**config.mk**
```make
export PLATFORM = sky130hd
export DESIGN_NAME = mmnp_queue
export DESIGN_NICKNAME = d
export VERILOG_FILES = /design/src/mmnp_pkg.sv /design/src/mmnp_queue.sv
export SDC_FILE = /design/constraint.sdc
export NUM_CORES = 1
export LEC_CHECK = 0
export BUFFER_PORTS_ARGS = -buffer_cell sky130_fd_sc_hd__buf_2
export CAP_MARGIN = 20
export CORE_AREA = 2 2 143 145
export CTS_BUF_LIST = sky130_fd_sc_hd__clkbuf_8
export DETAILED_ROUTE_END_ITERATION = 7
export DIE_AREA = 0 0 145 147
export PLACE_DENSITY = 0.79
export SYNTH_ARGS = -nofsm -noshare
export SYNTH_HDL_FRONTEND = slang
export SYNTH_SLANG_ARGS = --single-unit
```
**constraint.sdc**
```tcl
create_clock -name i_clk -period 16.75 [get_ports i_clk]
set_clock_uncertainty 0.05 [all_clocks]
set_input_delay 0 -clock i_clk [delete_from_list [all_inputs] [get_ports i_clk]]
set_output_delay 0 -clock i_clk [all_outputs]
set_load 0.005 [all_outputs]
```
**src/mmnp_pkg.sv**
```systemverilog
// mmnp_pkg: shared types, constants and register codes of the min/max normalizer
// used by every module under src except mmnp_ram; depends on nothing
`default_nettype none

package mmnp_pkg;

    // fixed field widths
    localparam int SAMPLE_BITS       = 32;
    localparam int VALUE_BITS        = 16;
    localparam int PEAK_BITS         = 16;
    localparam int COUNT_CFG_BITS    = 17;
    localparam int OUT_MAX_BITS      = 16;
    localparam int STEP_BITS         = $clog2(OUT_MAX_BITS);

    // default store depth as address bits
    localparam int ADDR_BITS_DEFAULT = 16;

    // command queue between front and back
    localparam int Q_DEPTH           = 2;
    localparam int Q_PTR_BITS        = $clog2(Q_DEPTH);
    localparam int Q_LVL_BITS        = $clog2(Q_DEPTH + 1);

    // configuration port
    localparam int APB_ADDR_BITS     = 3;
    localparam int APB_DATA_BITS     = 32;

    localparam logic [COUNT_CFG_BITS-1:0] SAMPLE_COUNT_RESET = 17'h10000;
    localparam logic [OUT_MAX_BITS-1:0]   OUT_MAX_RESET      = 16'd255;

    // item kinds
    localparam logic KIND_LOAD = 1'b0;
    localparam logic KIND_EMIT = 1'b1;

    typedef enum logic [0:0] {
        REG_SAMPLE_COUNT = 1'b0,
        REG_OUT_MAX      = 1'b1
    } t_reg_idx;

    typedef enum logic [1:0] {
        BK_IDLE = 2'd0,
        BK_MUL  = 2'd1,
        BK_DIV  = 2'd2
    } t_bk_state;

    typedef struct packed {
        logic                          kind;
        logic signed [SAMPLE_BITS-1:0] sample;
    } t_in_item;

    typedef struct packed {
        logic [VALUE_BITS-1:0] value;
        logic [PEAK_BITS-1:0]  peak_index;
        logic                  last;
        logic                  error;
    } t_out_item;

    // one emit as handed from front to back, with its frame snapshot
    typedef struct packed {
        logic                          err;
        logic                          last;
        logic [PEAK_BITS-1:0]          peak;
        logic signed [SAMPLE_BITS-1:0] x;
        logic signed [SAMPLE_BITS-1:0] frame_lo;
        logic [SAMPLE_BITS:0]          span;
    } t_job;

    typedef struct packed {
        logic [Q_LVL_BITS-1:0] level;
        logic                  empty;
    } t_q_stat;

endpackage

`default_nettype wire

```
**src/mmnp_queue.sv**
```systemverilog
// mmnp_queue: short fifo of emit jobs between front and back
// depends on mmnp_pkg
`default_nettype none

module mmnp_queue (
    input  wire logic               i_clk,
    input  wire logic               i_rst_n,
    input  wire logic               i_push,
    input  wire mmnp_pkg::t_job     i_job,
    input  wire logic               i_pop,
    output mmnp_pkg::t_job          o_job,
    output mmnp_pkg::t_q_stat       o_stat
);

    mmnp_pkg::t_job                      r_slot [mmnp_pkg::Q_DEPTH];
    logic [mmnp_pkg::Q_PTR_BITS-1:0]     r_wp;
    logic [mmnp_pkg::Q_PTR_BITS-1:0]     r_rp;
    logic [mmnp_pkg::Q_LVL_BITS-1:0]     r_level;

    always_ff @(posedge i_clk) begin
        if (!i_rst_n) begin
            r_wp    <= '0;
            r_rp    <= '0;
            r_level <= '0;
        end else begin
            if (i_push) begin
                r_wp <= r_wp + mmnp_pkg::Q_PTR_BITS'(1);
            end
            if (i_pop) begin
                r_rp <= r_rp + mmnp_pkg::Q_PTR_BITS'(1);
            end
            unique case ({i_push, i_pop})
                2'b10:   r_level <= r_level + mmnp_pkg::Q_LVL_BITS'(1);
                2'b01:   r_level <= r_level - mmnp_pkg::Q_LVL_BITS'(1);
                default: r_level <= r_level;
            endcase
        end
        if (i_push) begin
            r_slot[r_wp] <= i_job;
        end
    end

    assign o_job        = r_slot[r_rp];
    assign o_stat.level = r_level;
    assign o_stat.empty = (r_level == '0);

`ifndef SYNTH
    a_no_overflow: assert property (@(posedge i_clk) disable iff (!i_rst_n)
        !(i_push && !i_pop && (r_level == mmnp_pkg::Q_LVL_BITS'(mmnp_pkg::Q_DEPTH))))
        else $error("job queue overflow");

    a_no_underflow: assert property (@(posedge i_clk) disable iff (!i_rst_n)
        !(i_pop && (r_level == '0)))
        else $error("job queue underflow");
`endif

endmodule

`default_nettype wire

```
# Word-level counts from Yosys, hierarchy flattened
# Memories as Yosys holds them, arrays and structs flattened. A register that Yosys moved wholly into a read port is not among the register bits.
# Cells that the tools add are included.
# totals
ff_bits,4
ram_bits,230
elab_cells,17
memories,1
# classes
add_sub_neg,4
eq_ne,2
muxes,5
n_reduce_logical,2
# memory_table
name,words,word_bits,rd,rd_clocked_by_memory_dff,wr,line_no,source
r_slot,2,115,1,1,1,mmnp_queue.sv:15,mmnp_pkg::t_job r_slot [mmnp_pkg::Q_DEPTH];
# op_table
operator,count
two-way mux 1 bit,4
case mux 2 bit (2 select lines),1
adder 1 bit (second input constant),2
adder 2 x 1 -> 2 bit (second input constant),1
== test 2 x 1 -> 1 bit (second input constant),1
== test 2 bit (second input constant),1
logical NOT 2 bit,1
nonzero test 2 bit,1
subtractor 2 x 1 -> 2 bit (second input constant),1

# Logic depth before layout (Yosys ltp)
# logic_depth
depth_word,3
ltp_mapped,5
depth_no_buf,5

# Least setup slack after synthesis
# OpenSTA, ideal clock, no wires.
# synth_timing
path_kind,register -> register
from,register r_wp
to,"memory r_slot[0][0] (netlist bit), enable pin"
setup_ns,0.595
t_arrival_ns,5.106
t_required_ns,16.105
setup_slack_ns,10.999
stages_incl_launch_ff,2
n_path_buf,0
synth_period_minus_slack_ns,5.751
path_cell_list,dfxtp_1 nor2_1
# synth_rtl
element,line_no,source
"start, declared",mmnp_queue.sv:16,logic [mmnp_pkg::Q_PTR_BITS-1:0] r_wp;
"start signal, assigned",mmnp_queue.sv:27,r_wp <= r_wp + mmnp_pkg::Q_PTR_BITS'(1);
"end, declared",mmnp_queue.sv:15,
# No word-level cell before the write port.

==> qor.yml <==
die:
  design.core.area_um2: 19800
  start_util_pct: 43.9
  die_w_um: 145
  rows: 52
  die_y_um: 147
  die_area_um2: 21300
  ioPinCount: 237
cells_and_area:
  seqCellArea_um2: 7010
  final_cell_mix: "buf_2 (236), edfxtp_1 (230), dlygate4sd3_1 (119)"
  nFillCells: 1381
  multiInputGateArea_um2: 1600
  area_delta_synth_final_pct: 38.3
  layout.core_utilization_pct: 60.7
  n_antenna_cell: 0
  final_common_cell: "buf_2"
  nets: 887
  drive_above_1_share_pct: 51.1
cts:
  cts_sinks: 235
  cts_made_buffers: 40
  root_buffer: "clkbuf_8"
  cts_tree: "done"
  cts_buffer_depth: 3
  cts_resized: 0
  clkLatencyLatePin_ns: 0.51
  clk_pin_slew_ns: 0.06
  ctsHtreeMaxLevel: 2
  cts_hold_buf: 119
  post_cts_buffers: 0
timing:
  slew_violations: 0
  clock.fmax_mhz: 335
  finalHoldViolations: 0
  setup_viol: 0
  period_minus_slack_ns: 2.98
  max-slew-margin-rel_pct: 34.5
  min_period_over_period_pct: 17.8
  tns_ns: 0
  tightest_slew_ns: 0.982
  grt_setup_unrepaired: "no"
grt:
  antenna_found_initial: 0
  gr-total-overflow: 0
  grt_pass1_vias: 5536
  grtUsageMet2_pct: 30.2
  grt_pass1_wl_um: 28400
  track_usage_pct: 16.8
  grt.met1_usage_pct: 18.8
  busiest_layer: "met2"
  grt_max_degree: 74
  grt_util_met3_pct: 4.88
routing:
  viasPerCell: 4.66
  num_vias: 4964
  drtIter0Drc: 176
  postRouteAntennaNets: 0
  wl_per_cell_um: 17.1
  routed_wl_um: 18200
  drc: 0
  first_pass_iters: 4
run:
  max_cap_viol_count: 0
critical_path:
  endpoint: "o_job[44]"
  worst-endpoint-arrival_ns: 2.93
  critPathRequiredTime_ns: 16.70
  worstSetupStartpointType: "flop"
  r2r_end: "r_slot[0][66]$_DFFE_PP_"
  r2r_start: "r_wp$_SDFFE_PN0P_"
  r2r_cells: 3
  crit_type: "reg -> out"
  crit_fanout: 65
  cp-end-kind: "output pin"
  reg2reg_slack_ns: 14.43
logic_synthesis:
  syn_avg_cell_area_um2: 23.0
  syn_area_um2: 8710
  yosysSeqAreaShare_pct: 80.5
  synth_nets: 499
  yosysWarningCount: 0
  ys_ff_latch: 235
  postSynthCellCount: 379
  ys_types: 17
pwr:
  vdd_drop_max_uv: 74.8
  p_leak_uw: 0.00471
  power_density_nw_per_um2: 106
place:
  port-buffer-count: 236
  gp_congestion: 0.764
  hpwlAfterDp_um: 10300
hold_path:
  min_path_type: "in -> reg"
outcome:
  outcome: "complete, no violations"
-- where the power goes --
| part | total, uW | internal [uW] | switching, uW |
|---|---|---|---|
| Clock | 442 | 228 | 214 |
| Combinational | 145 | 86.3 | 58.6 |
| Sequential | 695 | 681 | 14.9 |
-- cells by family after synthesis --
kind of cell / share of synthesized area, %
muxes: 17.0
AOI/OAI and AO/OA: 0.230
xor gates and xnor gates: 0.302
buffers and inverters: 1.29
adders and majority gates: 0.144
and+or+nand+nor: 0.517
DFF: 80.5
-- sequential cells by signal, summed over array words and instances (netlist names), named ones only --
register and flops:
r_rp 1, r_wp 1, r_level 2, r_slot 230
-- area by class of cell --
| type | count | share of cell area, % |
|---|---|---|
| Inverter | 1 | 0.0312 |
| Clock buffer | 41 | 4.69 |
| Tap cell | 270 | 2.80 |
| Sequential cell | 235 | 58.2 |
| Multi-Input combinational cell | 130 | 13.3 |
| Clock inverter | 30 | 1.07 |
| Timing Repair Buffer | 359 | 19.9 |
-- metal layers --
| metal | vias up | part of all wire [%] |
|---|---|---|
| met5 | - | 0 |
| met4 | 0 | 2.6 |
| met3 | 46 | 6.7 |
| met2 | 196 | 52 |
| met1 | 2434 | 38 |
| li1 | 2288 | - |
-- worst max-delay path: stages, from the launching register on --
cell	delay, ns
dfxtp_4	0.95
buf_4	0.79
mux2_2	0.42
buf_2	0.14
-- through the flow --
step	setup slack [ns]	power, uW	cells	cell area [um2]	hold WS, ns
final	13.77	1280	1066	12000	0.157
after global routing	13.59	1340	1066	12000	0.132
after CTS	13.74	1290	1066	12000	0.106
after detailed placement	14.31	828	876	10200	0.141
after global placement	14.37	822	876	10200	0.138
after floorplan	11.00	774	379	8710	0.0489
-- cell usage after synthesis (all sizes together) --
cell / instances / area (um2)
inv: 1 / 3.75
xor2: 1 / 8.76
o21a: 1 / 7.51
nor2: 2 / 7.51
ha: 1 / 12.5
a21boi: 1 / 7.51
xnor2: 2 / 17.5
buf: 13 / 109
nor2b: 1 / 6.26
and2: 4 / 25.0
mux2: 115 / 1480
o21ai: 1 / 5.00
edfxtp: 230 / 6910
or3: 1 / 6.26
dfxtp: 5 / 100
-- how the worst min path moves through the flow --
| stage | from | endpoint | slack (ns) | cells past startpoint |
|---|---|---|---|---|
| global placement | i_job[26] | r_slot[0][26]$_DFFE_PP_ | 0.14 | 1 |
| finish | i_job[81] | r_slot[1][81]$_DFFE_PP_ | 0.16 | 2 |
| detailed placement | i_job[94] | r_slot[1][94]$_DFFE_PP_ | 0.14 | 1 |
| CTS | i_job[26] | r_slot[0][26]$_DFFE_PP_ | 0.11 | 2 |
| global route | i_job[0] | r_slot[0][0]$_DFFE_PP_ | 0.13 | 2 |
| floorplan | i_job[0] | r_slot[0][0]$_DFFE_PP_ | 0.05 | 0 |
No activity file was read; power rests on OpenSTA's default activity.
