--- src/mmnp_pkg.sv ---
// mmnp_pkg: shared types, constants and register codes of the min/max normalizer
// used by every module under src except mmnp_ram; depends on nothing
`default_nettype none

package mmnp_pkg;

    // fixed field widths
    localparam int SAMPLE_BITS       = 32;
    localparam int VALUE_BITS        = 16;
    localparam int PEAK_BITS         = 16;
    localparam int COUNT_CFG_BITS    = 17;
    localparam int OUT_MAX_BITS      = 16;
    localparam int STEP_BITS         = $clog2(OUT_MAX_BITS);

    // default store depth as address bits
    localparam int ADDR_BITS_DEFAULT = 16;

    // command queue between front and back
    localparam int Q_DEPTH           = 2;
    localparam int Q_PTR_BITS        = $clog2(Q_DEPTH);
    localparam int Q_LVL_BITS        = $clog2(Q_DEPTH + 1);

    // configuration port
    localparam int APB_ADDR_BITS     = 3;
    localparam int APB_DATA_BITS     = 32;

    localparam logic [COUNT_CFG_BITS-1:0] SAMPLE_COUNT_RESET = 17'h10000;
    localparam logic [OUT_MAX_BITS-1:0]   OUT_MAX_RESET      = 16'd255;

    // item kinds
    localparam logic KIND_LOAD = 1'b0;
    localparam logic KIND_EMIT = 1'b1;

    typedef enum logic [0:0] {
        REG_SAMPLE_COUNT = 1'b0,
        REG_OUT_MAX      = 1'b1
    } t_reg_idx;

    typedef enum logic [1:0] {
        BK_IDLE = 2'd0,
        BK_MUL  = 2'd1,
        BK_DIV  = 2'd2
    } t_bk_state;

    typedef struct packed {
        logic                          kind;
        logic signed [SAMPLE_BITS-1:0] sample;
    } t_in_item;

    typedef struct packed {
        logic [VALUE_BITS-1:0] value;
        logic [PEAK_BITS-1:0]  peak_index;
        logic                  last;
        logic                  error;
    } t_out_item;

    // one emit as handed from front to back, with its frame snapshot
    typedef struct packed {
        logic                          err;
        logic                          last;
        logic [PEAK_BITS-1:0]          peak;
        logic signed [SAMPLE_BITS-1:0] x;
        logic signed [SAMPLE_BITS-1:0] frame_lo;
        logic [SAMPLE_BITS:0]          span;
    } t_job;

    typedef struct packed {
        logic [Q_LVL_BITS-1:0] level;
        logic                  empty;
    } t_q_stat;

endpackage

`default_nettype wire

--- src/mmnp_front.sv ---
// mmnp_front: accepts items, stores samples, tracks min/max/peak, classifies emits
// depends on mmnp_pkg; drives the sample store and pushes jobs into mmnp_queue
`default_nettype none

module mmnp_front #(
    parameter int ADDR_BITS = mmnp_pkg::ADDR_BITS_DEFAULT
) (
    input  wire logic                                  i_clk,
    input  wire logic                                  i_rst_n,
    input  wire logic                                  i_start,
    input  wire mmnp_pkg::t_in_item                    i_item,
    output logic                                       o_busy,
    input  wire logic [mmnp_pkg::COUNT_CFG_BITS-1:0]   i_sample_count,
    input  wire mmnp_pkg::t_q_stat                     i_q_stat,
    output logic                                       o_push,
    output mmnp_pkg::t_job                             o_job,
    output logic                                       o_ram_we,
    output logic [ADDR_BITS-1:0]                       o_ram_waddr,
    output logic [mmnp_pkg::SAMPLE_BITS-1:0]           o_ram_wdata,
    output logic                                       o_ram_re,
    output logic [ADDR_BITS-1:0]                       o_ram_raddr,
    input  wire logic [mmnp_pkg::SAMPLE_BITS-1:0]      i_ram_rdata
);

    localparam int SB = mmnp_pkg::SAMPLE_BITS;
    localparam int CW = ADDR_BITS + 1;
    localparam int MW = (ADDR_BITS + 1 > mmnp_pkg::COUNT_CFG_BITS) ?
                        ADDR_BITS + 1 : mmnp_pkg::COUNT_CFG_BITS;
    localparam logic [MW-1:0] FRAME_MAX = MW'(2 ** ADDR_BITS);

    logic [CW-1:0]          r_wr_cnt, n_wr_cnt;
    logic [CW-1:0]          r_rd_cnt, n_rd_cnt;
    logic signed [SB-1:0]   r_lo, n_lo;
    logic signed [SB-1:0]   r_hi, n_hi;
    logic [ADDR_BITS-1:0]   r_peak, n_peak;
    logic                   r_pend, n_pend;
    mmnp_pkg::t_job         r_pend_job, n_pend_job;

    logic [MW-1:0]                   sc_ext;
    logic [MW-1:0]                   frame_len;
    logic                            loaded;
    logic                            is_last;
    logic                            accept;
    logic [mmnp_pkg::Q_LVL_BITS:0]   in_flight;
    logic signed [SB-1:0]            smp;

    // frame length clamped to 1 .. store depth
    always_comb begin
        sc_ext = MW'(i_sample_count);
        if (sc_ext == '0) begin
            frame_len = MW'(1);
        end else if (sc_ext > FRAME_MAX) begin
            frame_len = FRAME_MAX;
        end else begin
            frame_len = sc_ext;
        end
    end

    assign loaded    = MW'(r_wr_cnt) >= frame_len;
    assign is_last   = (MW'(r_rd_cnt) + MW'(1)) >= frame_len;
    assign in_flight = {1'b0, i_q_stat.level} + {{mmnp_pkg::Q_LVL_BITS{1'b0}}, r_pend};
    assign o_busy    = in_flight >= (mmnp_pkg::Q_LVL_BITS + 1)'(mmnp_pkg::Q_DEPTH);
    assign accept    = i_start && !o_busy;
    assign smp       = i_item.sample;

    always_comb begin
        n_wr_cnt   = r_wr_cnt;
        n_rd_cnt   = r_rd_cnt;
        n_lo       = r_lo;
        n_hi       = r_hi;
        n_peak     = r_peak;
        n_pend     = 1'b0;
        n_pend_job = r_pend_job;
        o_ram_we   = 1'b0;
        o_ram_re   = 1'b0;
        if (accept) begin
            if (i_item.kind == mmnp_pkg::KIND_LOAD) begin
                // a load into a full frame is dropped
                if (!loaded) begin
                    o_ram_we = 1'b1;
                    n_wr_cnt = r_wr_cnt + CW'(1);
                    priority if (r_wr_cnt == '0) begin
                        n_lo   = smp;
                        n_hi   = smp;
                        n_peak = '0;
                    end else if (smp > r_hi) begin
                        n_hi   = smp;
                        n_peak = r_wr_cnt[ADDR_BITS-1:0];
                    end else if (smp < r_lo) begin
                        n_lo = smp;
                    end else begin
                        n_lo = r_lo;
                    end
                end
            end else begin
                n_pend              = 1'b1;
                n_pend_job.x        = '0;
                n_pend_job.frame_lo = r_lo;
                n_pend_job.span     = {r_hi[SB-1], r_hi} - {r_lo[SB-1], r_lo};
                if (!loaded) begin
                    n_pend_job.err  = 1'b1;
                    n_pend_job.last = 1'b0;
                    n_pend_job.peak = '0;
                end else begin
                    o_ram_re        = 1'b1;
                    n_pend_job.err  = 1'b0;
                    n_pend_job.last = is_last;
                    n_pend_job.peak = mmnp_pkg::PEAK_BITS'(r_peak);
                    if (is_last) begin
                        n_wr_cnt = '0;
                        n_rd_cnt = '0;
                    end else begin
                        n_rd_cnt = r_rd_cnt + CW'(1);
                    end
                end
            end
        end
    end

    always_ff @(posedge i_clk) begin
        if (!i_rst_n) begin
            r_wr_cnt <= '0;
            r_rd_cnt <= '0;
            r_lo     <= '0;
            r_hi     <= '0;
            r_peak   <= '0;
            r_pend   <= 1'b0;
        end else begin
            r_wr_cnt <= n_wr_cnt;
            r_rd_cnt <= n_rd_cnt;
            r_lo     <= n_lo;
            r_hi     <= n_hi;
            r_peak   <= n_peak;
            r_pend   <= n_pend;
        end
        r_pend_job <= n_pend_job;
    end

    assign o_ram_waddr = r_wr_cnt[ADDR_BITS-1:0];
    assign o_ram_wdata = smp;
    assign o_ram_raddr = r_rd_cnt[ADDR_BITS-1:0];

    // sample read from the store lands in the cycle after the emit, with the pending job
    assign o_push = r_pend;
    always_comb begin
        o_job   = r_pend_job;
        o_job.x = $signed(i_ram_rdata);
    end

`ifndef SYNTH
    a_wr_bound: assert property (@(posedge i_clk) disable iff (!i_rst_n)
        MW'(r_wr_cnt) <= FRAME_MAX)
        else $error("write count past store depth");

    a_hi_ge_lo: assert property (@(posedge i_clk) disable iff (!i_rst_n)
        (r_wr_cnt != '0) |-> (r_hi >= r_lo))
        else $error("frame maximum below minimum");
`endif

endmodule

`default_nettype wire

--- config.mk ---
export PLATFORM = sky130hd
export DESIGN_NAME = mmnp_front
export DESIGN_NICKNAME = d
export VERILOG_FILES = /design/src/mmnp_pkg.sv /design/src/mmnp_front.sv
export SDC_FILE = /design/constraint.sdc
export NUM_CORES = 1
export LEC_CHECK = 0
export BUFFER_PORTS_ARGS = -buffer_cell sky130_fd_sc_hd__buf_4
export CAP_MARGIN = 20
export CELL_PAD_IN_SITES_DETAIL_PLACEMENT = 0
export CELL_PAD_IN_SITES_GLOBAL_PLACEMENT = 1
export CORE_MARGIN = 2
export CORE_UTILIZATION = 25
export DETAILED_ROUTE_END_ITERATION = 8
export GPL_ROUTABILITY_DRIVEN = 0
export GPL_TIMING_DRIVEN = 0
export MAX_ROUTING_LAYER = met4
export PLACE_DENSITY = 0.62
export RECOVER_POWER = 25
export SLEW_MARGIN = 20
export SYNTH_ARGS = -nofsm -noshare
export SYNTH_HDL_FRONTEND = slang
export SYNTH_SLANG_ARGS = --single-unit
--- constraint.sdc ---
create_clock -name i_clk -period 9.4 [get_ports i_clk]
set_input_delay 2.82 -clock i_clk [delete_from_list [all_inputs] [get_ports i_clk]]
set_output_delay 2.82 -clock i_clk [all_outputs]
set_load 0.01 [all_outputs]
* Word level (Yosys, flattened, before mapping)
Index checks and enable logic that the tools add are counted.
Widths: inputs -> output; s select.
** Storage, ports and cells
- Logic and storage cells :: 61
- Register bits :: 198
- Output and inout port bits :: 183
** Cells by class
- Bitwise gates (word level) :: 2
- Order comparisons :: 6
- Reduce and logical (&&, ||, !) cells :: 12
- Multiplexer cells :: 22
- Eq/ne operators :: 4
- Add/subtract/negate cells :: 4
** Operators with widths (count)
- $mux 32 :: 5
- $mux 17 :: 7
- $add 17x1->17 const B :: 2
- $ge 17x17->1 :: 2
- $logic_not 17->1 :: 2
- $sub 32x32->33 :: 1
- $gt 32x32->1 :: 1
- $lt 32x32->1 :: 1
- $mux 16 :: 2
- $mux 18 :: 1
- $gt 17x17->1 const B :: 1
- $reduce_and 4->1 :: 2
- $mux 1 :: 7
- $reduce_and 5->1 :: 1
- $ne 2x1->1 const B :: 2
- $ne 2x2->1 const B :: 2
- $reduce_and 2->1 :: 2
- $reduce_bool 2->1 :: 2
- $add 2x1->3 :: 1
- $ge 3x2->1 const B :: 1
- $reduce_and 3->1 :: 1
- $not 1->1 :: 2
- $logic_and 1x1->1 :: 1
- $logic_not 1->1 :: 1

* Logic depth before layout (Yosys ltp)
- Word-level depth :: 7
- Mapped depth :: 16
- Depth with buffers taken out :: 15

* Worst setup path after synthesis
OpenSTA, ideal clock, no wires.
- Path kind :: input to output
- Start :: input i_sample_count[3] in the netlist's numbering
- End :: output o_ram_we
- Data arrival time :: 5209 ps
- Setup slack :: 1371 ps
- Buffers on the path :: 1
- Cell stages on the path :: 12
- Required time :: 6580 ps
- Cell sequence :: nor4_1 -> nand4_1 -> nand2_1 -> nand2_1 -> ha_1 -> a21o_1 -> a21o_1 -> a221oi_1 -> o21a_1 -> o2111ai_2 -> clkbuf_1 -> inv_1
** On the way
- Word-level cells in the longest chain between the ends :: 7
- Elaborated cells between the ends (all ways) :: 8
- Classes of those cells :: order compare: 2; mux: 5; reduce/logical: 1
** Ends and longest elaborated chain
- start: declaration :: RTL line mmnp_front.sv:13 : input wire logic [mmnp_pkg::COUNT_CFG_BITS-1:0] i_sample_count,
- $gt 17x17->1 :: RTL line mmnp_front.sv:52 : end else if (sc_ext > FRAME_MAX) begin
- $mux 17 :: RTL line mmnp_front.sv:52
- $mux 17 (*) :: RTL line mmnp_front.sv:50 : if (sc_ext == '0) begin
- $ge 17x17->1 (*) :: RTL line mmnp_front.sv:59 : assign loaded = MW'(r_wr_cnt) >= frame_len;
- $mux 1 (*) :: RTL line mmnp_front.sv:79 : if (!loaded) begin
- $mux 1 (*) :: RTL line mmnp_front.sv:77 : if (i_item.kind == mmnp_pkg::KIND_LOAD) begin
- $mux 1 (*) :: RTL line mmnp_front.sv:76 : if (accept) begin
- end: declaration :: RTL line mmnp_front.sv:17 : output logic o_ram_we,
Mark *: on every way between the ends. The rest lies on a longest branch, timed or not.

* Final worst setup path
- Start :: input i_sample_count[11] in the netlist's numbering
- End :: output o_ram_we
Same word-level chain as after synthesis.

==> flow_summary.yaml <==
outcome:
  status: "complete, no violations"
critical_path:
  startpoint_type: "input pin"
  crit-reg2reg-launch: "r_rd_cnt[0]"
  path_class: "in -> out"
  path_max_fanout: 10
  critPathCaptureType: "primary output"
  r2r_end: "r_rd_cnt[5]"
  reg2reg_depth: 16
  required_ns: 6.58
  endpoint: "o_ram_we"
  critPathArrivalTime_ns: 6.07
  startpoint: "i_sample_count[11]"
  reg2reg_slack_ns: 5.42
clock_tree:
  clkSinkCount: 198
  clk_pin_slew_ns: 0.07
  cts-hold-fix-buffers: 0
  clk_latency_ns: 0.47
  cts_tree: "yes"
  cts_buffers: 17
  clk_path_buf_depth: 2
  htreeDepth: 4
  cts_root_buffer: "clkbuf_16"
floorplanning:
  core_area_um2: 47800
  start_util_pct: 25.4
  dieArea_um2: 50400
  ioPinCount: 271
  die-height_um: 225
  chipWidth_um: 225
  placementRows: 80
logic_synthesis:
  yosys.area.top_type_share_pct: 20.5
  syn-mean-instance-area_um2: 9.22
  synth_edf_count: 83
  async_reset_ff_share_pct: 0
  synthCells: 1319
  synth_area_leaders: "edfxtp_1 20%, dfxtp_1 19%, ha_1 14%"
  synth.distinct_cells: 70
  ys_dominant_reg_cell: "dfxtp_1"
  yosys_warnings: 0
  ys_seq_area_share_pct: 39.4
  synthesis.area_um2: 12200
  synth_seq_cells: 198
  synth_top_cell_by_area: "edfxtp_1"
  syn_nets: 1540
grt:
  grt_pass1_wl_um: 55200
  grt_pass1_vias: 9712
  grt_usage_pct: 14.8
  grt_overflow_total: 0
  antenna_found_initial: 1
  grt_start_max_net_pins: 47
placed_design:
  io_buffer_count: 237
  placed_cell_area_um2: 14800
  post-dp-hpwl_um: 28600
  dp_slack_ns: 0.129
finish:
  final_nets: 1800
  area_growth_pct: 24.7
  final_common_cell: "buf_4"
  drive_above_1_share_pct: 21.7
  fillers: 5089
  final_area_um2: 15200
  mostFrequentLayoutCells: "289 x buf_4, 178 x nand2_1, 132 x ha_1, 115 x dfxtp_1, 83 x edfxtp_1"
flow_run:
  cap_violations: 0
timing:
  finalSetupViolations: 0
  tns_ns: 0
  relSlewSlack_pct: 40.2
  layout_setup_ws_ns: 0.511
  period_minus_slack_ns: 8.89
  timing.fmax_mhz: 112
  holdWs_ns: 0.447
  report.final.hold_viol_count: 0
  grt_setup_unrepaired: "false"
  skew_ns: 0.0146
  period_share_pct: 94.6
  drv_slew: 0
  worst_slew_pin_slew_ns: 0.889
pwr:
  p_leak_nw: 6.26
  finalPower_w: 0.00214
  p_per_area_nw_per_um2: 141
  max-vdd-ir-drop_mv: 0.0988
drt:
  drtIter0Drc: 431
  vias_per_cell: 4.51
  wl_per_cell_um: 16.4
  drc_errors: 0
  vias: 9960
  ant_nets: 0
  routed_wl_um: 36200
  dr.pass1.iters: 5
hold_path:
  hold_path_class: "reg -> reg"
[worst max-delay path, stage by stage]
cell and delay, ns:
buf_4 0.11, nor4_1 0.32, nand4_1 0.17, nand2_1 0.27, nand2_1 0.16, ha_1 0.32, nand4_1 0.15, nor3_1 0.28
nand2_1 0.13, o2111ai_2 0.61, clkbuf_1 0.43, inv_1 0.11, buf_4 0.17
[power by group]
| group | internal [W] | switching, W |
|---|---|---|
| sequential | 0.000937 | 0.0000145 |
| combinational | 0.000195 | 0.000244 |
| clock | 0.000379 | 0.000366 |
| total | 0.00151 | 0.000624 |
[how the worst min path moves through the flow]
stage                from          to  slack (ns)  cells after the start
6_report       r_peak[14]  r_peak[14]        0.45                      2
4_1_cts         r_peak[6]   r_peak[6]        0.45                      2
5_1_grt           r_lo[8]   o_job[41]        0.48                      0
3_3_place_gp    r_peak[0]   r_peak[0]        0.44                      2
3_5_place_dp    r_peak[6]   r_peak[6]        0.44                      2
2_1_floorplan   r_peak[0]   r_peak[0]        0.42                      2
[routing by layer]
layer / global-route usage, % / up-vias / routed length [µm]
li1: - / 5065 / -
met1: 19.4 / 4649 / 17300
met2: 23.7 / 224 / 17000
met3: 2.48 / 22 / 1430
met4: 3.63 / 0 / 467
met5: - / - / 0
[Yosys cell counts, types with 2 or more instances]
cell,number
nor3_1,24
or3_1,2
a311o_1,2
nor2_1,61
and2_1,17
a2111oi_0,2
nand3_1,79
a21oi_1,59
a31oi_1,2
nand2b_1,10
or2_2,4
a21boi_0,5
nand2_1,178
mux2i_1,34
nand4_1,23
a211oi_1,5
o2111ai_1,2
buf_2,4
nor4b_1,2
or4_1,3
inv_1,81
nor3b_1,4
a21o_1,32
buf_8,3
dfxtp_1,115
nor2b_1,9
o211ai_1,6
ha_1,132
nor4_1,11
xor2_1,25
a221oi_1,5
o31ai_1,2
o21ai_1,52
and4_1,2
nand3b_1,2
o21a_1,5
o21ai_0,22
edfxtp_1,83
buf_4,101
clkbuf_1,28
xnor2_1,44
and3_1,9
[through the flow]
stage	util [%]	cells
2_1_floorplan	-	1319
3_3_place_gp	30.7	2171
3_5_place_dp	30.9	2173
4_1_cts	32.1	2205
5_1_grt	31.7	2208
6_report	31.7	2208
[cell families after synthesis]
| group | Yosys count | synth area share (%) |
|---|---|---|
| compound gates | 222 | 11.7 |
| xor+xnor | 69 | 4.97 |
| fa+ha+maj | 133 | 13.7 |
| buf+inv | 219 | 10.2 |
| flops | 198 | 39.4 |
| mux | 34 | 2.80 |
| simple gates | 444 | 17.1 |
[state kept, by name, indices dropped and copies added (netlist names)]
signal / count
r_wr_cnt: 17
r_rd_cnt: 17
r_peak: 16
o_push: 1
r_hi: 32
o_job: 83
r_lo: 32
[timing repair]
item | 4_1_cts | 5_1_grt
buffers inserted | 0 | 2
endpoints found under the setup margin | 0 | 1
resized for setup | 0 | 0
[cell type report]
type	count	area, µm²	share of cell area, %
multi-input cells	902	6130	40.4
flip-flops and latches	198	4790	31.6
repair buffers	241	1650	10.9
plain buffers	137	936	6.17
well taps	615	769	5.07
clock buffers	18	439	2.90
inverters	82	308	2.03
clock inverters	14	136	0.899
diodes	1	2.50	0.0165
Note: power is estimated with default switching activity, not from simulation.
