File: src/mmnp_pkg.sv
// mmnp_pkg: shared types, constants and register codes of the min/max normalizer
// used by every module under src except mmnp_ram; depends on nothing
`default_nettype none

package mmnp_pkg;

    // fixed field widths
    localparam int SAMPLE_BITS       = 32;
    localparam int VALUE_BITS        = 16;
    localparam int PEAK_BITS         = 16;
    localparam int COUNT_CFG_BITS    = 17;
    localparam int OUT_MAX_BITS      = 16;
    localparam int STEP_BITS         = $clog2(OUT_MAX_BITS);

    // default store depth as address bits
    localparam int ADDR_BITS_DEFAULT = 16;

    // command queue between front and back
    localparam int Q_DEPTH           = 2;
    localparam int Q_PTR_BITS        = $clog2(Q_DEPTH);
    localparam int Q_LVL_BITS        = $clog2(Q_DEPTH + 1);

    // configuration port
    localparam int APB_ADDR_BITS     = 3;
    localparam int APB_DATA_BITS     = 32;

    localparam logic [COUNT_CFG_BITS-1:0] SAMPLE_COUNT_RESET = 17'h10000;
    localparam logic [OUT_MAX_BITS-1:0]   OUT_MAX_RESET      = 16'd255;

    // item kinds
    localparam logic KIND_LOAD = 1'b0;
    localparam logic KIND_EMIT = 1'b1;

    typedef enum logic [0:0] {
        REG_SAMPLE_COUNT = 1'b0,
        REG_OUT_MAX      = 1'b1
    } t_reg_idx;

    typedef enum logic [1:0] {
        BK_IDLE = 2'd0,
        BK_MUL  = 2'd1,
        BK_DIV  = 2'd2
    } t_bk_state;

    typedef struct packed {
        logic                          kind;
        logic signed [SAMPLE_BITS-1:0] sample;
    } t_in_item;

    typedef struct packed {
        logic [VALUE_BITS-1:0] value;
        logic [PEAK_BITS-1:0]  peak_index;
        logic                  last;
        logic                  error;
    } t_out_item;

    // one emit as handed from front to back, with its frame snapshot
    typedef struct packed {
        logic                          err;
        logic                          last;
        logic [PEAK_BITS-1:0]          peak;
        logic signed [SAMPLE_BITS-1:0] x;
        logic signed [SAMPLE_BITS-1:0] frame_lo;
        logic [SAMPLE_BITS:0]          span;
    } t_job;

    typedef struct packed {
        logic [Q_LVL_BITS-1:0] level;
        logic                  empty;
    } t_q_stat;

endpackage

`default_nettype wire

File: src/mmnp_back.sv
// mmnp_back: scales one job at a time with a shift-add multiply and restoring divide
// depends on mmnp_pkg; pops jobs from mmnp_queue, drives the result registers
`default_nettype none

module mmnp_back (
    input  wire logic                                 i_clk,
    input  wire logic                                 i_rst_n,
    input  wire mmnp_pkg::t_job                       i_job,
    input  wire mmnp_pkg::t_q_stat                    i_q_stat,
    output logic                                      o_pop,
    input  wire logic [mmnp_pkg::OUT_MAX_BITS-1:0]    i_out_max,
    output logic                                      o_done,
    output mmnp_pkg::t_out_item                       o_result
);

    localparam int SB = mmnp_pkg::SAMPLE_BITS;
    localparam int PW = SB + 1 + mmnp_pkg::OUT_MAX_BITS;
    localparam int VB = mmnp_pkg::VALUE_BITS;
    localparam logic [mmnp_pkg::STEP_BITS-1:0] STEP_TOP = '1;

    mmnp_pkg::t_bk_state              r_state, n_state;
    logic [mmnp_pkg::STEP_BITS-1:0]   r_cnt, n_cnt;
    logic [PW-1:0]                    r_acc, n_acc;
    logic [PW-1:0]                    r_dvs, n_dvs;
    logic [SB:0]                      r_diff, n_diff;
    logic [VB-1:0]                    r_q, n_q;
    logic [mmnp_pkg::PEAK_BITS-1:0]   r_peak, n_peak;
    logic                             r_last, n_last;
    logic                             r_done, n_done;
    mmnp_pkg::t_out_item              r_res, n_res;

    logic [SB:0]   diff_full;
    logic [PW:0]   trial;
    logic          q_bit;

    assign diff_full = {i_job.x[SB-1], i_job.x} - {i_job.frame_lo[SB-1], i_job.frame_lo};
    assign trial     = {1'b0, r_acc} - {1'b0, r_dvs};
    assign q_bit     = !trial[PW];

    always_comb begin
        n_state = r_state;
        n_cnt   = r_cnt;
        n_acc   = r_acc;
        n_dvs   = r_dvs;
        n_diff  = r_diff;
        n_q     = r_q;
        n_peak  = r_peak;
        n_last  = r_last;
        n_done  = 1'b0;
        n_res   = r_res;
        o_pop   = 1'b0;
        unique case (r_state)
            mmnp_pkg::BK_IDLE: begin
                if (!i_q_stat.empty) begin
                    o_pop  = 1'b1;
                    n_peak = i_job.peak;
                    n_last = i_job.last;
                    if (i_job.err) begin
                        n_done           = 1'b1;
                        n_res.value      = '0;
                        n_res.peak_index = '0;
                        n_res.last       = 1'b0;
                        n_res.error      = 1'b1;
                    end else if (i_job.span == '0) begin
                        // flat frame
                        n_done           = 1'b1;
                        n_res.value      = '0;
                        n_res.peak_index = i_job.peak;
                        n_res.last       = i_job.last;
                        n_res.error      = 1'b0;
                    end else begin
                        if (i_job.x <= i_job.frame_lo) begin
                            n_diff = '0;
                        end else if (diff_full > i_job.span) begin
                            n_diff = i_job.span;
                        end else begin
                            n_diff = diff_full;
                        end
                        n_acc   = '0;
                        n_cnt   = STEP_TOP;
                        n_dvs   = PW'(i_job.span) << (mmnp_pkg::OUT_MAX_BITS - 1);
                        n_state = mmnp_pkg::BK_MUL;
                    end
                end
            end
            mmnp_pkg::BK_MUL: begin
                // out_max bits from the top down
                n_acc = {r_acc[PW-2:0], 1'b0} + (i_out_max[r_cnt] ? PW'(r_diff) : '0);
                n_cnt = r_cnt - mmnp_pkg::STEP_BITS'(1);
                if (r_cnt == '0) begin
                    n_cnt   = STEP_TOP;
                    n_q     = '0;
                    n_state = mmnp_pkg::BK_DIV;
                end
            end
            mmnp_pkg::BK_DIV: begin
                if (q_bit) begin
                    n_acc = trial[PW-1:0];
                end
                n_q   = {r_q[VB-2:0], q_bit};
                n_dvs = r_dvs >> 1;
                n_cnt = r_cnt - mmnp_pkg::STEP_BITS'(1);
                if (r_cnt == '0) begin
                    n_done           = 1'b1;
                    n_res.value      = {r_q[VB-2:0], q_bit};
                    n_res.peak_index = r_peak;
                    n_res.last       = r_last;
                    n_res.error      = 1'b0;
                    n_state          = mmnp_pkg::BK_IDLE;
                end
            end
            default: begin
                n_state = mmnp_pkg::BK_IDLE;
            end
        endcase
    end

    always_ff @(posedge i_clk) begin
        if (!i_rst_n) begin
            r_state <= mmnp_pkg::BK_IDLE;
            r_done  <= 1'b0;
        end else begin
            r_state <= n_state;
            r_done  <= n_done;
        end
        r_cnt  <= n_cnt;
        r_acc  <= n_acc;
        r_dvs  <= n_dvs;
        r_diff <= n_diff;
        r_q    <= n_q;
        r_peak <= n_peak;
        r_last <= n_last;
        r_res  <= n_res;
    end

    assign o_done   = r_done;
    assign o_result = r_res;

`ifndef SYNTH
    a_err_clean: assert property (@(posedge i_clk) disable iff (!i_rst_n)
        (o_done && o_result.error) |-> ((o_result.value == '0) && !o_result.last))
        else $error("error result carries data");

    a_pop_idle: assert property (@(posedge i_clk) disable iff (!i_rst_n)
        o_pop |=> ((r_state != mmnp_pkg::BK_IDLE) || r_done))
        else $error("popped job neither started nor finished");
`endif

endmodule

`default_nettype wire

File: config.mk
export PLATFORM = sky130hd
export DESIGN_NAME = mmnp_back
export DESIGN_NICKNAME = d
export VERILOG_FILES = /design/src/mmnp_pkg.sv /design/src/mmnp_back.sv
export SDC_FILE = /design/constraint.sdc
export NUM_CORES = 1
export LEC_CHECK = 0
export BUFFER_PORTS_ARGS = -buffer_cell sky130_fd_sc_hd__buf_2
export CAP_MARGIN = 10
export CORE_MARGIN = 3
export CORE_UTILIZATION = 61
export CTS_BUF_LIST = sky130_fd_sc_hd__clkbuf_4 sky130_fd_sc_hd__clkbuf_8 sky130_fd_sc_hd__clkbuf_16
export CTS_CLUSTER_DIAMETER = 100
export DETAILED_ROUTE_END_ITERATION = 12
export PLACE_DENSITY = 0.82
export SYNTH_ARGS = -nofsm -noshare
export SYNTH_HDL_FRONTEND = slang
export SYNTH_SLANG_ARGS = --single-unit
File: constraint.sdc
create_clock -name i_clk -period 8.9 [get_ports i_clk]
set_input_delay 0.445 -clock i_clk [delete_from_list [all_inputs] [get_ports i_clk]]
set_output_delay 0.445 -clock i_clk [all_outputs]
set_load 0.05 [all_outputs]
==> After elaboration in Yosys (flattened, before gate mapping) <==
Index checks and enable logic that the tools add are counted.
W data, S select, Z words.
{ "classes": {"magnitude_cmp": 3, "bitwise_logic": 3, "n_eq_ne": 9, "n_reduce_logical": 15, "muxes": 38, "n_addsub": 4} }
{ "ops": {"columns": ["operator", "n"], "rows": [
  ["$mux W49", 7],
  ["$pmux W49 S3", 1],
  ["$mux W34", 4],
  ["$pmux W49 S2", 1],
  ["$pmux W34 S2", 1],
  ["$mux W33", 2],
  ["$sub A49 B49 Y50", 1],
  ["$add A49 B33 Y49", 1],
  ["$gt A33 B33 Y1", 1],
  ["$logic_not A33 Y1", 1],
  ["$sub A32 B32 Y33", 1],
  ["$le A32 B32 Y1", 1],
  ["$pmux W15 S2", 1],
  ["$mux W4", 4],
  ["$reduce_and A4 Y1", 4],
  ["$mux W15", 1],
  ["$ne A2 B2 Y1 const B", 6],
  ["$pmux W4 S3", 1],
  ["$mux W2", 5],
  ["$reduce_and A5 Y1", 2],
  ["$mux W1", 7],
  ["$pmux W2 S3", 1],
  ["$lt A4 B5 Y1 const B", 1],
  ["$bmux W1 S4", 1],
  ["other kinds (12)", 16]
]} }
{ "totals": {"wordCells": 85, "output_inout_bits": 36, "inputBits": 136, "regBits": 204} }

==> Longest topological paths before layout <==
Gate-level depths: netlist (run 1).
{ "depth": {"ltp_word": 5, "mapped_depth": 23, "ltp_nobuf": 21} }

==> Worst setup path after synthesis (run 1) <==
Ideal clock, no wire load.
{ "synth_timing": {"path_kind": "reg-to-reg", "start": "register r_acc[1]", "end": "register r_acc[0], enable pin", "path_slack_ns": 2.194, "path_buffers": 0, "arrival_ns": 6.161, "setup_time_ns": 0.545, "required_time_ns": 8.355, "synth_period_minus_slack_ns": 6.706, "path_stages_with_launch": 11, "path_cell_list": "edfxtp_1 > ha_1 > nor2b_1 > o2111a_1 > o211ai_1 > a21oi_1 > o21ai_2 > a2111oi_1 > o31a_1 > o21ai_0 > a311oi_1"} }
{ "synth_via": {"elab_chain_len": 3} }
{ "synth_lines": {"columns": ["element", "line", "rtl"], "rows": [
  ["from (decl)", "mmnp_back.sv:23", "logic [PW-1:0] r_acc, n_acc;"],
  ["from (signal assigned)", "mmnp_back.sv:127", "r_acc <= n_acc;"],
  ["$sub A49 B49 Y50", "mmnp_back.sv:37", "assign trial = {1'b0, r_acc} - {1'b0, r_dvs};"],
  ["$ne A2 B2 Y1 (no source line)", null, null],
  ["$reduce_and A5 Y1 (no source line)", null, null]
]} }
Every way passes these cells.
A chain may end at the register's enable or synchronous reset.

==> Final worst setup path (run 1) <==
{ "layout_timing": {"start": "input port i_job[65] (netlist bit)", "end": "register r_diff[31], data pin"} }
{ "layout_via": {"elab_chain_len": 3, "word_cells_on_any_way": 4, "classes_between": "add/sub: 1; order compare: 2; mux: 1"} }
{ "layout_lines": {"columns": ["element", "line", "rtl"], "rows": [
  ["from (decl)", "mmnp_back.sv:8", "input wire mmnp_pkg::t_job i_job,"],
  ["$sub A32 B32 Y33", "mmnp_back.sv:36", "assign diff_full = {i_job.x[SB-1], i_job.x} - {i_job.frame_lo[SB-1], i_job.frame_lo};"],
  ["$gt A33 B33 Y1", "mmnp_back.sv:74", "end else if (diff_full > i_job.span) begin"],
  ["$mux W33", "mmnp_back.sv:74", null],
  ["to (signal assigned)", "mmnp_back.sv:129", "r_diff <= n_diff;"],
  ["to (decl)", "mmnp_back.sv:25", "logic [SB:0] r_diff, n_diff;"]
]} }
Parallel ways exist; a longest one is shown, timed or not.

==> impl_metrics.ini, run 1 <==
[outcome]
status = completed

[die]
io_pins = 172
floorplan.initialDensity_pct = 62.8
die_w_um = 168
core_area_um2 = 25500
dieArea_um2 = 28200
die_y_um = 168
rows = 58

[drt]
drc_errors = 0
viasPerCell = 6.24
ant_nets = 0
drtIter0Drc = 1292
dr_total_vias = 13824
drt-total-wl_um = 43400
wl_per_cell_um = 19.6
first_pass_iters = 6

[synthesis]
synth_cells = 1735
avgSynthCellArea_um2 = 9.22
ys_seq_area_share_pct = 37.9
muxShareOfSynthArea_pct = 1.02
synth_top_area_share_pct = 37.5
async_reset_ff_share_pct = 0
yosys.area.top_type = edfxtp_1
synthAdderAreaFrac_pct = 12.3
synth_edf_count = 200
yosys.area_share.simple_pct = 15.3
synth_area_um2 = 16000
synth_top_family_by_area = compound AO/OA/AOI/OAI gates
ys_ff_latch = 203
ys.flop_type = edfxtp_1
ys_warn_count = 0
ys_types = 82
synth_xor_area_share_pct = 6.40
syn_nets = 2026
synth-compound-area-share_pct = 21.8
synthTopCellsByArea = edfxtp_1 38%, ha_1 12%, a21oi_1 4.8%, xnor2_1 3.9%, inv_1 3.6%

[hold_path]
worstHoldPathType = in -> reg

[global_routing]
grt_pass1_wl_um = 68700
antenna_found_initial = 2
grt_pass1_vias = 13081
grt_use_total_pct = 29.8
grt_overflow = 0
grt_max_degree = 106

[power_and_ir_drop]
p_leak_nw = 7.78
ir_worst_vdd_v = 0.000201
power_density_nw_per_um2 = 213

[cells_and_area]
fin_area_um2 = 17900
area_growth_pct = 12.0
nNetsFinal = 2159
drive_gt1_share_pct = 13.9

[setup_path]
slowest_stage = o211ai_1
cpPeakStageDelay_ns = 0.72
required_ns = 9.22
cp_top_family = compound AO/OA/AOI/OAI gates
regToRegSetupSlack_ns = 3.81
start_kind = input pin
crit_buf_inv = 4
cp.arrival_ns = 5.75
endpoint_kind = register
crit_chain = buf_2 -> inv_1 -> ha_1 -> inv_1 -> fa_1 -> a211oi_1 -> o21ai_1 -> o31ai_4 -> o311ai_2 -> a41oi_1 -> o21ai_0 -> xor2_1 -> ha_1 -> a211oi_1 -> o21ai_0 -> a31oi_1 -> o221ai_1 -> o211ai_1 -> buf_4 -> nor2_1 -> o41ai_1
crit_path_max_fanout = 30
path_class = in -> reg

[clock_tree]
post_cts_resized = 0
hold_buffers = 0
cts_setup_buffers = 0
cts_inserted_buffers = 23
cts-root-buf = clkbuf_16
cts_buffer_depth = 3
cts_max_level = 1
clock_sinks = 203
clkTransAtPathRegs_ns = 0.06
cts_tree = yes
insertion_delay_ns = 0.53

[timing]
drv_slew = 0
worstMarginPinSlew_ns = 1.13
finalSetupViolations = 0
timing.fmax_ghz = 0.184
setup-tns-final_ns = 0
post-route-worst-setup-slack_ns = 3.46
hold_violations = 0
final.min_clock_period_ns = 5.44
min_period_over_period_pct = 61.1
rsz0062_at_grt = false
clock_skew_ns = 0.0176
relSlewSlack_pct = 24.3

[placed_design]
routabilityCongestion = 0.958
dpl_cell_area_um2 = 17100
numPortBuffers = 169
place_ws_ns = 3.04
dp_hpwl_um = 32600

[run]
drv_cap = 0
==> cells in the mapped netlist, drive strengths merged, types with 15 or more instances <==
master,count
nor2b,17
o21ai,100
nor2,113
a211oi,17
and2,67
inv,154
nand4,27
nand2b,15
nand3,34
xnor2,71
buf,16
a21oi,162
a22oi,20
nor3,24
ha,152
clkbuf,53
edfxtp,200
a22o,18
a21o,64
nand2,153
o21bai,21
xor2,46
o22ai,25
a31oi,17
==> flip-flops by register name, summed over array words and instances (netlist names) <==
register	flops
o_result	34
r_q	15
o_done	1
r_peak	16
r_cnt	4
r_last	1
r_acc	49
r_diff	33
r_state	2
r_dvs	48
==> per-layer routing <==
metal | vias up | track usage (%) | part of all wire [%]
met5 | - | 0 | 0.016
met4 | 2 | 9.71 | 3.8
met3 | 108 | 5.87 | 9.4
met2 | 640 | 47.0 | 44
met1 | 6447 | 41.6 | 43
li1 | 6627 | - | -
==> metrics by stage <==
| stage | std cells | util [%] | hold WS [ns] | total power [W] |
|---|---|---|---|---|
| finish | 2216 | 70.3 | 0.104 | 0.00381 |
| floorplan | 1735 | - | 0.492 | 0.00240 |
| CTS | 2214 | 70.3 | 0.0911 | 0.00379 |
| global placement | 2172 | 67.1 | 0.509 | 0.00273 |
| global route | 2215 | 70.3 | 0.0902 | 0.00401 |
| detailed placement | 2172 | 67.1 | 0.524 | 0.00276 |
==> final cells by class <==
class | instances | area [um2]
antenna | 1 | 2.50
clock buffer | 27 | 606
clock inverter | 15 | 204
fill | 1942 | 7560
inverter | 154 | 578
multi-input combinational | 1309 | 9140
sequential | 203 | 6070
tap | 330 | 413
timing repair buffer | 177 | 910
==> layout by cell type, fill, tap and decap left out, types with 7 or more instances in the layout <==
cell type	count
edfxtp_1	200
buf_2	169
a21oi_1	155
inv_1	154
nand2_1	153
ha_1	151
nor2_1	112
o21ai_0	91
xnor2_1	71
and2_1	65
a21o_1	64
xor2_1	46
nand3_1	34
nand4_1	27
o22ai_1	25
nor3_1	24
clkbuf_16	23
o21bai_1	21
a22oi_1	20
a22o_1	18
a31oi_1	17
a211oi_1	17
nor2b_1	15
nand2b_1	15
nor4_1	11
o211ai_1	10
and3_1	10
o21a_1	9
and4_1	8
o21ai_1	7
buf_4	7
==> cells by family (layout without fill, tap and decap cells) <==
family,Yosys count,in the layout
XOR/XNOR,117,117
adder cells (fa/ha/maj),155,155
multiplexers,10,10
flip-flops,203,203
AO/OA/AOI/OAI,529,529
AND/OR/NAND/NOR,498,498
other,0,1
buffers and inverters,223,373
==> worst paths after layout <==
path,startpoint,endpoint,cells after the start
min,i_job[111],r_peak[14]$_DFFE_PP_,1
max reg2reg,r_cnt[0]$_DFFE_PP_,r_acc[47]$_DFFE_PP_,15
max,i_job[65],r_diff[31]$_SDFFCE_PP0P_,21
min reg2reg,r_state[0]$_SDFFE_PN0P_,r_state[0]$_SDFFE_PN0P_,2
==> power by group <==
group	internal [W]	leakage, nW	switching [W]
clock	0.000610	0.394	0.000409
sequential	0.00121	1.96	0.0000661
combinational	0.000554	5.42	0.000960
Power figures use the tool's default switching activity.
==> run 2, diff against run 1 <==
Clock period 8.9 ns to 5.3 ns, I/O delays scaled along.
==> impl_metrics.ini, run 2 (synthesis gave the netlist of run 1 again) <==
[clock_tree]
post_cts_resized = 0
insertion_delay_ns = 0.54
clkTransAtPathRegs_ns = 0.06
cts_buffer_depth = 3
cts-root-buf = clkbuf_16
cts_inserted_buffers = 23
cts_max_level = 1
clock_sinks = 203
cts_tree = yes

[die]
core_area_um2 = 25500
rows = 58
io_pins = 172
die_y_um = 168
die_w_um = 168
floorplan.initialDensity_pct = 62.8
dieArea_um2 = 28200

[setup_path]
regToRegSetupSlack_ns = 0.46
start_kind = register
crit_path_max_fanout = 18
required_ns = 5.52
cp.arrival_ns = 5.06
path_class = reg -> reg
timing.rr.end = r_acc[44]$_DFFE_PP_
cp_top_family = compound AO/OA/AOI/OAI gates
crit_buf_inv = 1
worstReg2RegStart = r_cnt[0]$_DFFE_PP_
cpPeakStageDelay_ns = 0.64
r2r_cells = 14
slowest_stage = mux4_2
endpoint_kind = register
crit_chain = mux4_2 -> mux4_2 -> buf_4 -> and2_1 -> ha_1 -> a21oi_1 -> o2111ai_1 -> a21oi_1 -> nand2_1 -> a41oi_1 -> o211a_1 -> nor4_1 -> xnor2_1 -> o22ai_1

[timing]
whs_ns = 0.110
worstMarginPinSlew_ns = 1.14
min_period_over_period_pct = 91.4
post-route-worst-setup-slack_ns = 0.456
timing.fmax_ghz = 0.206
setup-tns-final_ns = 0
finalSetupViolations = 0
hold_violations = 0
final.min_clock_period_ns = 4.84
relSlewSlack_pct = 23.8
clock_skew_ns = 0.0120
rsz0062_at_grt = false
drv_slew = 0

[drt]
drtIter0Drc = 1319
drt-total-wl_um = 44000
ant_nets = 0
drc_errors = 0
viasPerCell = 6.19
dr_total_vias = 13864
first_pass_iters = 5
wl_per_cell_um = 19.7

[cells_and_area]
antenna_cells = 0
most-common-layout-cells = 200 x edfxtp_1, 169 x buf_2, 155 x a21oi_1
largest_reg_flops = 49
fillCellCount = 1866
drive_gt1_share_pct = 13.9
final_common_cell = edfxtp_1
regMostFlops = r_acc
nNetsFinal = 2183
final_core_utilization_pct = 71.1
area_growth_pct = 13.1

[global_routing]
grt_use_total_pct = 30.3
grt_pass1_wl_um = 69300
antenna_found_initial = 1
grt_overflow = 0
grt_pass1_vias = 13376
grt_max_degree = 105

[hold_path]
min_path_cells = 3
min_to = r_dvs[47]$_SDFFCE_PP0P_
hp-start = i_job[32]
worstHoldPathType = in -> reg

[power_and_ir_drop]
ir_worst_vdd_v = 0.000312
p_leak_nw = 7.86
power_density_nw_per_um2 = 349
total_power_w = 0.00632

[outcome]
status = completed

[run]
drv_cap = 0

[placed_design]
numPortBuffers = 169
dp_hpwl_um = 32600
routabilityCongestion = 0.941
place_ws_ns = 0.346
## run 2: changes by cell type in the layout (fill, tap and decap cells not counted), moves of 2 or more
cell           before  now
buf_4               7   12
clkinv_1            1    3
inv_6               0    2
clkbuf_4            4    2
buf_12              0    2
bufinv_16           4    2
dlygate4sd3_1       0   18
## run 2: worst max path at each step
stage / end / cells past startpoint / slack (ns) / startpoint
floorplan: r_acc[0]$_DFFE_PP_ / 10 / 0.50 / r_acc[1]$_DFFE_PP_
global placement: r_diff[23]$_SDFFCE_PP0P_ / 22 / 0.52 / i_job[65]
detailed placement: r_diff[23]$_SDFFCE_PP0P_ / 22 / 0.35 / i_job[65]
CTS: r_acc[25]$_DFFE_PP_ / 15 / 0.54 / r_cnt[0]$_DFFE_PP_
global route: r_acc[25]$_DFFE_PP_ / 15 / 0.24 / r_cnt[0]$_DFFE_PP_
finish: r_acc[44]$_DFFE_PP_ / 14 / 0.46 / r_cnt[0]$_DFFE_PP_
## run 2: timing repair
| item | CTS | global route |
|---|---|---|
| hold buffers | 18 | 0 |
| endpoints found under the hold margin | 19 | 0 |
| setup buffers | 0 | 0 |
## run 2: power breakdown
part           total [W]  internal, W  switching (W)
clock network    0.00162     0.000915       0.000701
registers        0.00215      0.00203       0.000119
logic            0.00255     0.000958        0.00160
## run 2: layout make-up
cell class                 count  area (um2)  share of cell area (%)
multi-input combinational   1309        9140                    50.5
clock buffer                  25         591                    3.26
sequential                   203        6070                    33.5
inverter                     154         578                    3.19
clock inverter                16         158                   0.871
timing repair buffer         201        1160                    6.39
tap                          330         413                    2.28
## run 2: per-stage QoR
step,cell area (um2),cells
after floorplan,16000,1735
after global placement,17200,2179
after detailed placement,17200,2179
after CTS,18100,2238
after global routing,18100,2238
final,18100,2238
## run 2: per-layer routing
| layer | up-vias | share of wire, % | GRT usage, % |
|---|---|---|---|
| li1 | 6667 | - | - |
| met1 | 6446 | 42 | 40.8 |
| met2 | 633 | 46 | 48.6 |
| met3 | 116 | 8.5 | 5.87 |
| met4 | 2 | 4.2 | 11.8 |
| met5 | - | 0.030 | 0 |
## run 2: worst register-to-register path: cells and delay by family (launching register included)
kind | cells | cell delay, ns
buf+inv | 1 | 0.24
flops | 1 | 0.54
mux | 2 | 1.18
compound gates | 6 | 1.62
simple gates | 3 | 0.44
xor+xnor | 1 | 0.16
fa+ha+maj | 1 | 0.36
==> run 3, diff against run 2 <==
Settings changed: RECOVER_POWER from default to 25.
==> impl_metrics.ini, run 3 (synthesis gave the netlist of run 1 again) <==
[cells_and_area]
regMostFlops = r_acc
largest_reg_flops = 49
nNetsFinal = 2183
drive_gt1_share_pct = 11.0
instances_no_fill = 2238
multi_input_area_um2 = 9110
most-common-layout-cells = 200 x edfxtp_1, 155 x a21oi_1, 154 x inv_1
seq_area_um2 = 6070
fillCellCount = 1903
area_growth_pct = 12.6
final_core_utilization_pct = 70.7
final_common_cell = edfxtp_1
antenna_cells = 0

[drt]
first_pass_iters = 7
viasPerCell = 6.22
wl_per_cell_um = 19.7
drtIter0Drc = 1307
dr_total_vias = 13910
drt-total-wl_um = 44100
ant_nets = 0
drc_errors = 0

[setup_path]
timing.rr.end = r_acc[34]$_DFFE_PP_
endpoint_kind = register
cp.arrival_ns = 5.05
slowest_stage = mux4_2
critPathCapture = r_acc[34]$_DFFE_PP_
crit_path_max_fanout = 18
worst-path-stages = 14
cp-startpoint = r_cnt[0]$_DFFE_PP_
cpPeakStageDelay_ns = 0.64
crit_buf_inv = 1
path_class = reg -> reg
regToRegSetupSlack_ns = 0.48
cp_top_family = compound AO/OA/AOI/OAI gates
start_kind = register
r2r_cells = 14
worstReg2RegStart = r_cnt[0]$_DFFE_PP_
required_ns = 5.53
crit_chain = mux4_2 -> mux4_2 -> buf_4 -> and2_1 -> ha_1 -> a21oi_1 -> o2111ai_1 -> a21oi_1 -> nand2_1 -> a41oi_1 -> o211a_1 -> nor2b_1 -> xnor2_1 -> o22ai_1

[power_and_ir_drop]
ir_worst_vdd_v = 0.000313
p_leak_nw = 7.69
total_power_w = 0.00632
power_density_nw_per_um2 = 351

[die]
dieArea_um2 = 28200
core_area_um2 = 25500
die_y_um = 168
rows = 58
die_w_um = 168
floorplan.initialDensity_pct = 62.8
io_pins = 172

[timing]
relSlewSlack_pct = -7.10
hold_violations = 0
post-route-worst-setup-slack_ns = 0.483
finalSetupViolations = 0
final.min_clock_period_ns = 4.82
setup-tns-final_ns = 0
rsz0062_at_grt = false
drv_slew = 21
min_period_over_period_pct = 90.9
timing.fmax_ghz = 0.208
clock_skew_ns = 0.0165
worstMarginPinSlew_ns = 1.60

[outcome]
violations = capacitance limit, slew limit
status = finished with violations

[run]
drv_cap = 1

[placed_design]
routabilityCongestion = 0.941
dp_hpwl_um = 32600
placed_cells = 2179
numPortBuffers = 169
place_ws_ns = 0.346

[global_routing]
antenna_found_initial = 1
grt_use_total_pct = 30.3
grt_pass1_vias = 13376
grt_max_degree = 105
grt_pass1_wl_um = 69300
grt_overflow = 0

[clock_tree]
cts_inserted_buffers = 23
cts-root-buf = clkbuf_16
hold_buffers = 18
cts_setup_buffers = 0
insertion_delay_ns = 0.54
cts_max_level = 1
cts_tree = yes
clock_sinks = 203
cts_buffer_depth = 3
clkTransAtPathRegs_ns = 0.06
post_cts_resized = 0

[hold_path]
worstHoldPathType = in -> reg
-- run 3: cell types whose count changed in the layout (fill, tap and decap cells not counted), sizes merged --
cell    change
buf        -53
clkbuf     +53
-- run 3: worst min path at each step --
stage                from                 endpoint  slack [ns]  cells past startpoint
3_5_place_dp    i_job[97]      r_peak[0]$_DFFE_PP_        0.46                      1
3_3_place_gp   i_job[108]     r_peak[11]$_DFFE_PP_        0.46                      1
4_1_cts         i_job[32]  r_dvs[47]$_SDFFCE_PP0P_        0.10                      3
2_1_floorplan  i_job[113]         r_last$_DFFE_PP_        0.36                      0
6_report        i_job[32]  r_dvs[47]$_SDFFCE_PP0P_        0.11                      3
5_1_grt          i_job[7]  r_diff[7]$_SDFFCE_PP0P_        0.13                      3
-- run 3: routing by layer --
metal	global-route usage (%)	wire, um	share of wire (%)
met1	40.8	18400	42
met2	48.6	20100	46
met5	0	13	0.029
met4	11.8	1860	4.2
met3	5.87	3740	8.5
-- run 3: worst reg2reg max path, cell delays in order (launching register included) --
cell	delay (ns)
edfxtp_1	0.53
mux4_2	0.54
mux4_2	0.64
buf_4	0.24
and2_1	0.20
ha_1	0.36
a21oi_1	0.29
o2111ai_1	0.16
a21oi_1	0.13
nand2_1	0.12
a41oi_1	0.42
o211a_1	0.50
nor2b_1	0.13
xnor2_1	0.17
o22ai_1	0.11
-- run 3: metrics by stage --
stage / hold slack [ns] / instance area, um2
after floorplan: 0.364 / 16000
after global routing: 0.126 / 18000
final: 0.107 / 18000
after detailed placement: 0.462 / 17200
after global placement: 0.459 / 17200
after CTS: 0.101 / 18100
-- run 3: cell type report --
cell class / count / area share (%)
clock buffer: 25 / 3.28
clock inverter: 16 / 0.875
inverter: 154 / 3.21
multi-input combinational: 1309 / 50.6
sequential: 203 / 33.7
tap: 330 / 2.29
timing repair buffer: 201 / 6.05
-- run 3: where the power goes --
part / switching, W / leakage [nW] / internal, W / total (W)
registers: 0.000120 / 1.96 / 0.00203 / 0.00215
logic: 0.00160 / 5.36 / 0.000945 / 0.00254
clock network: 0.000708 / 0.368 / 0.000915 / 0.00162
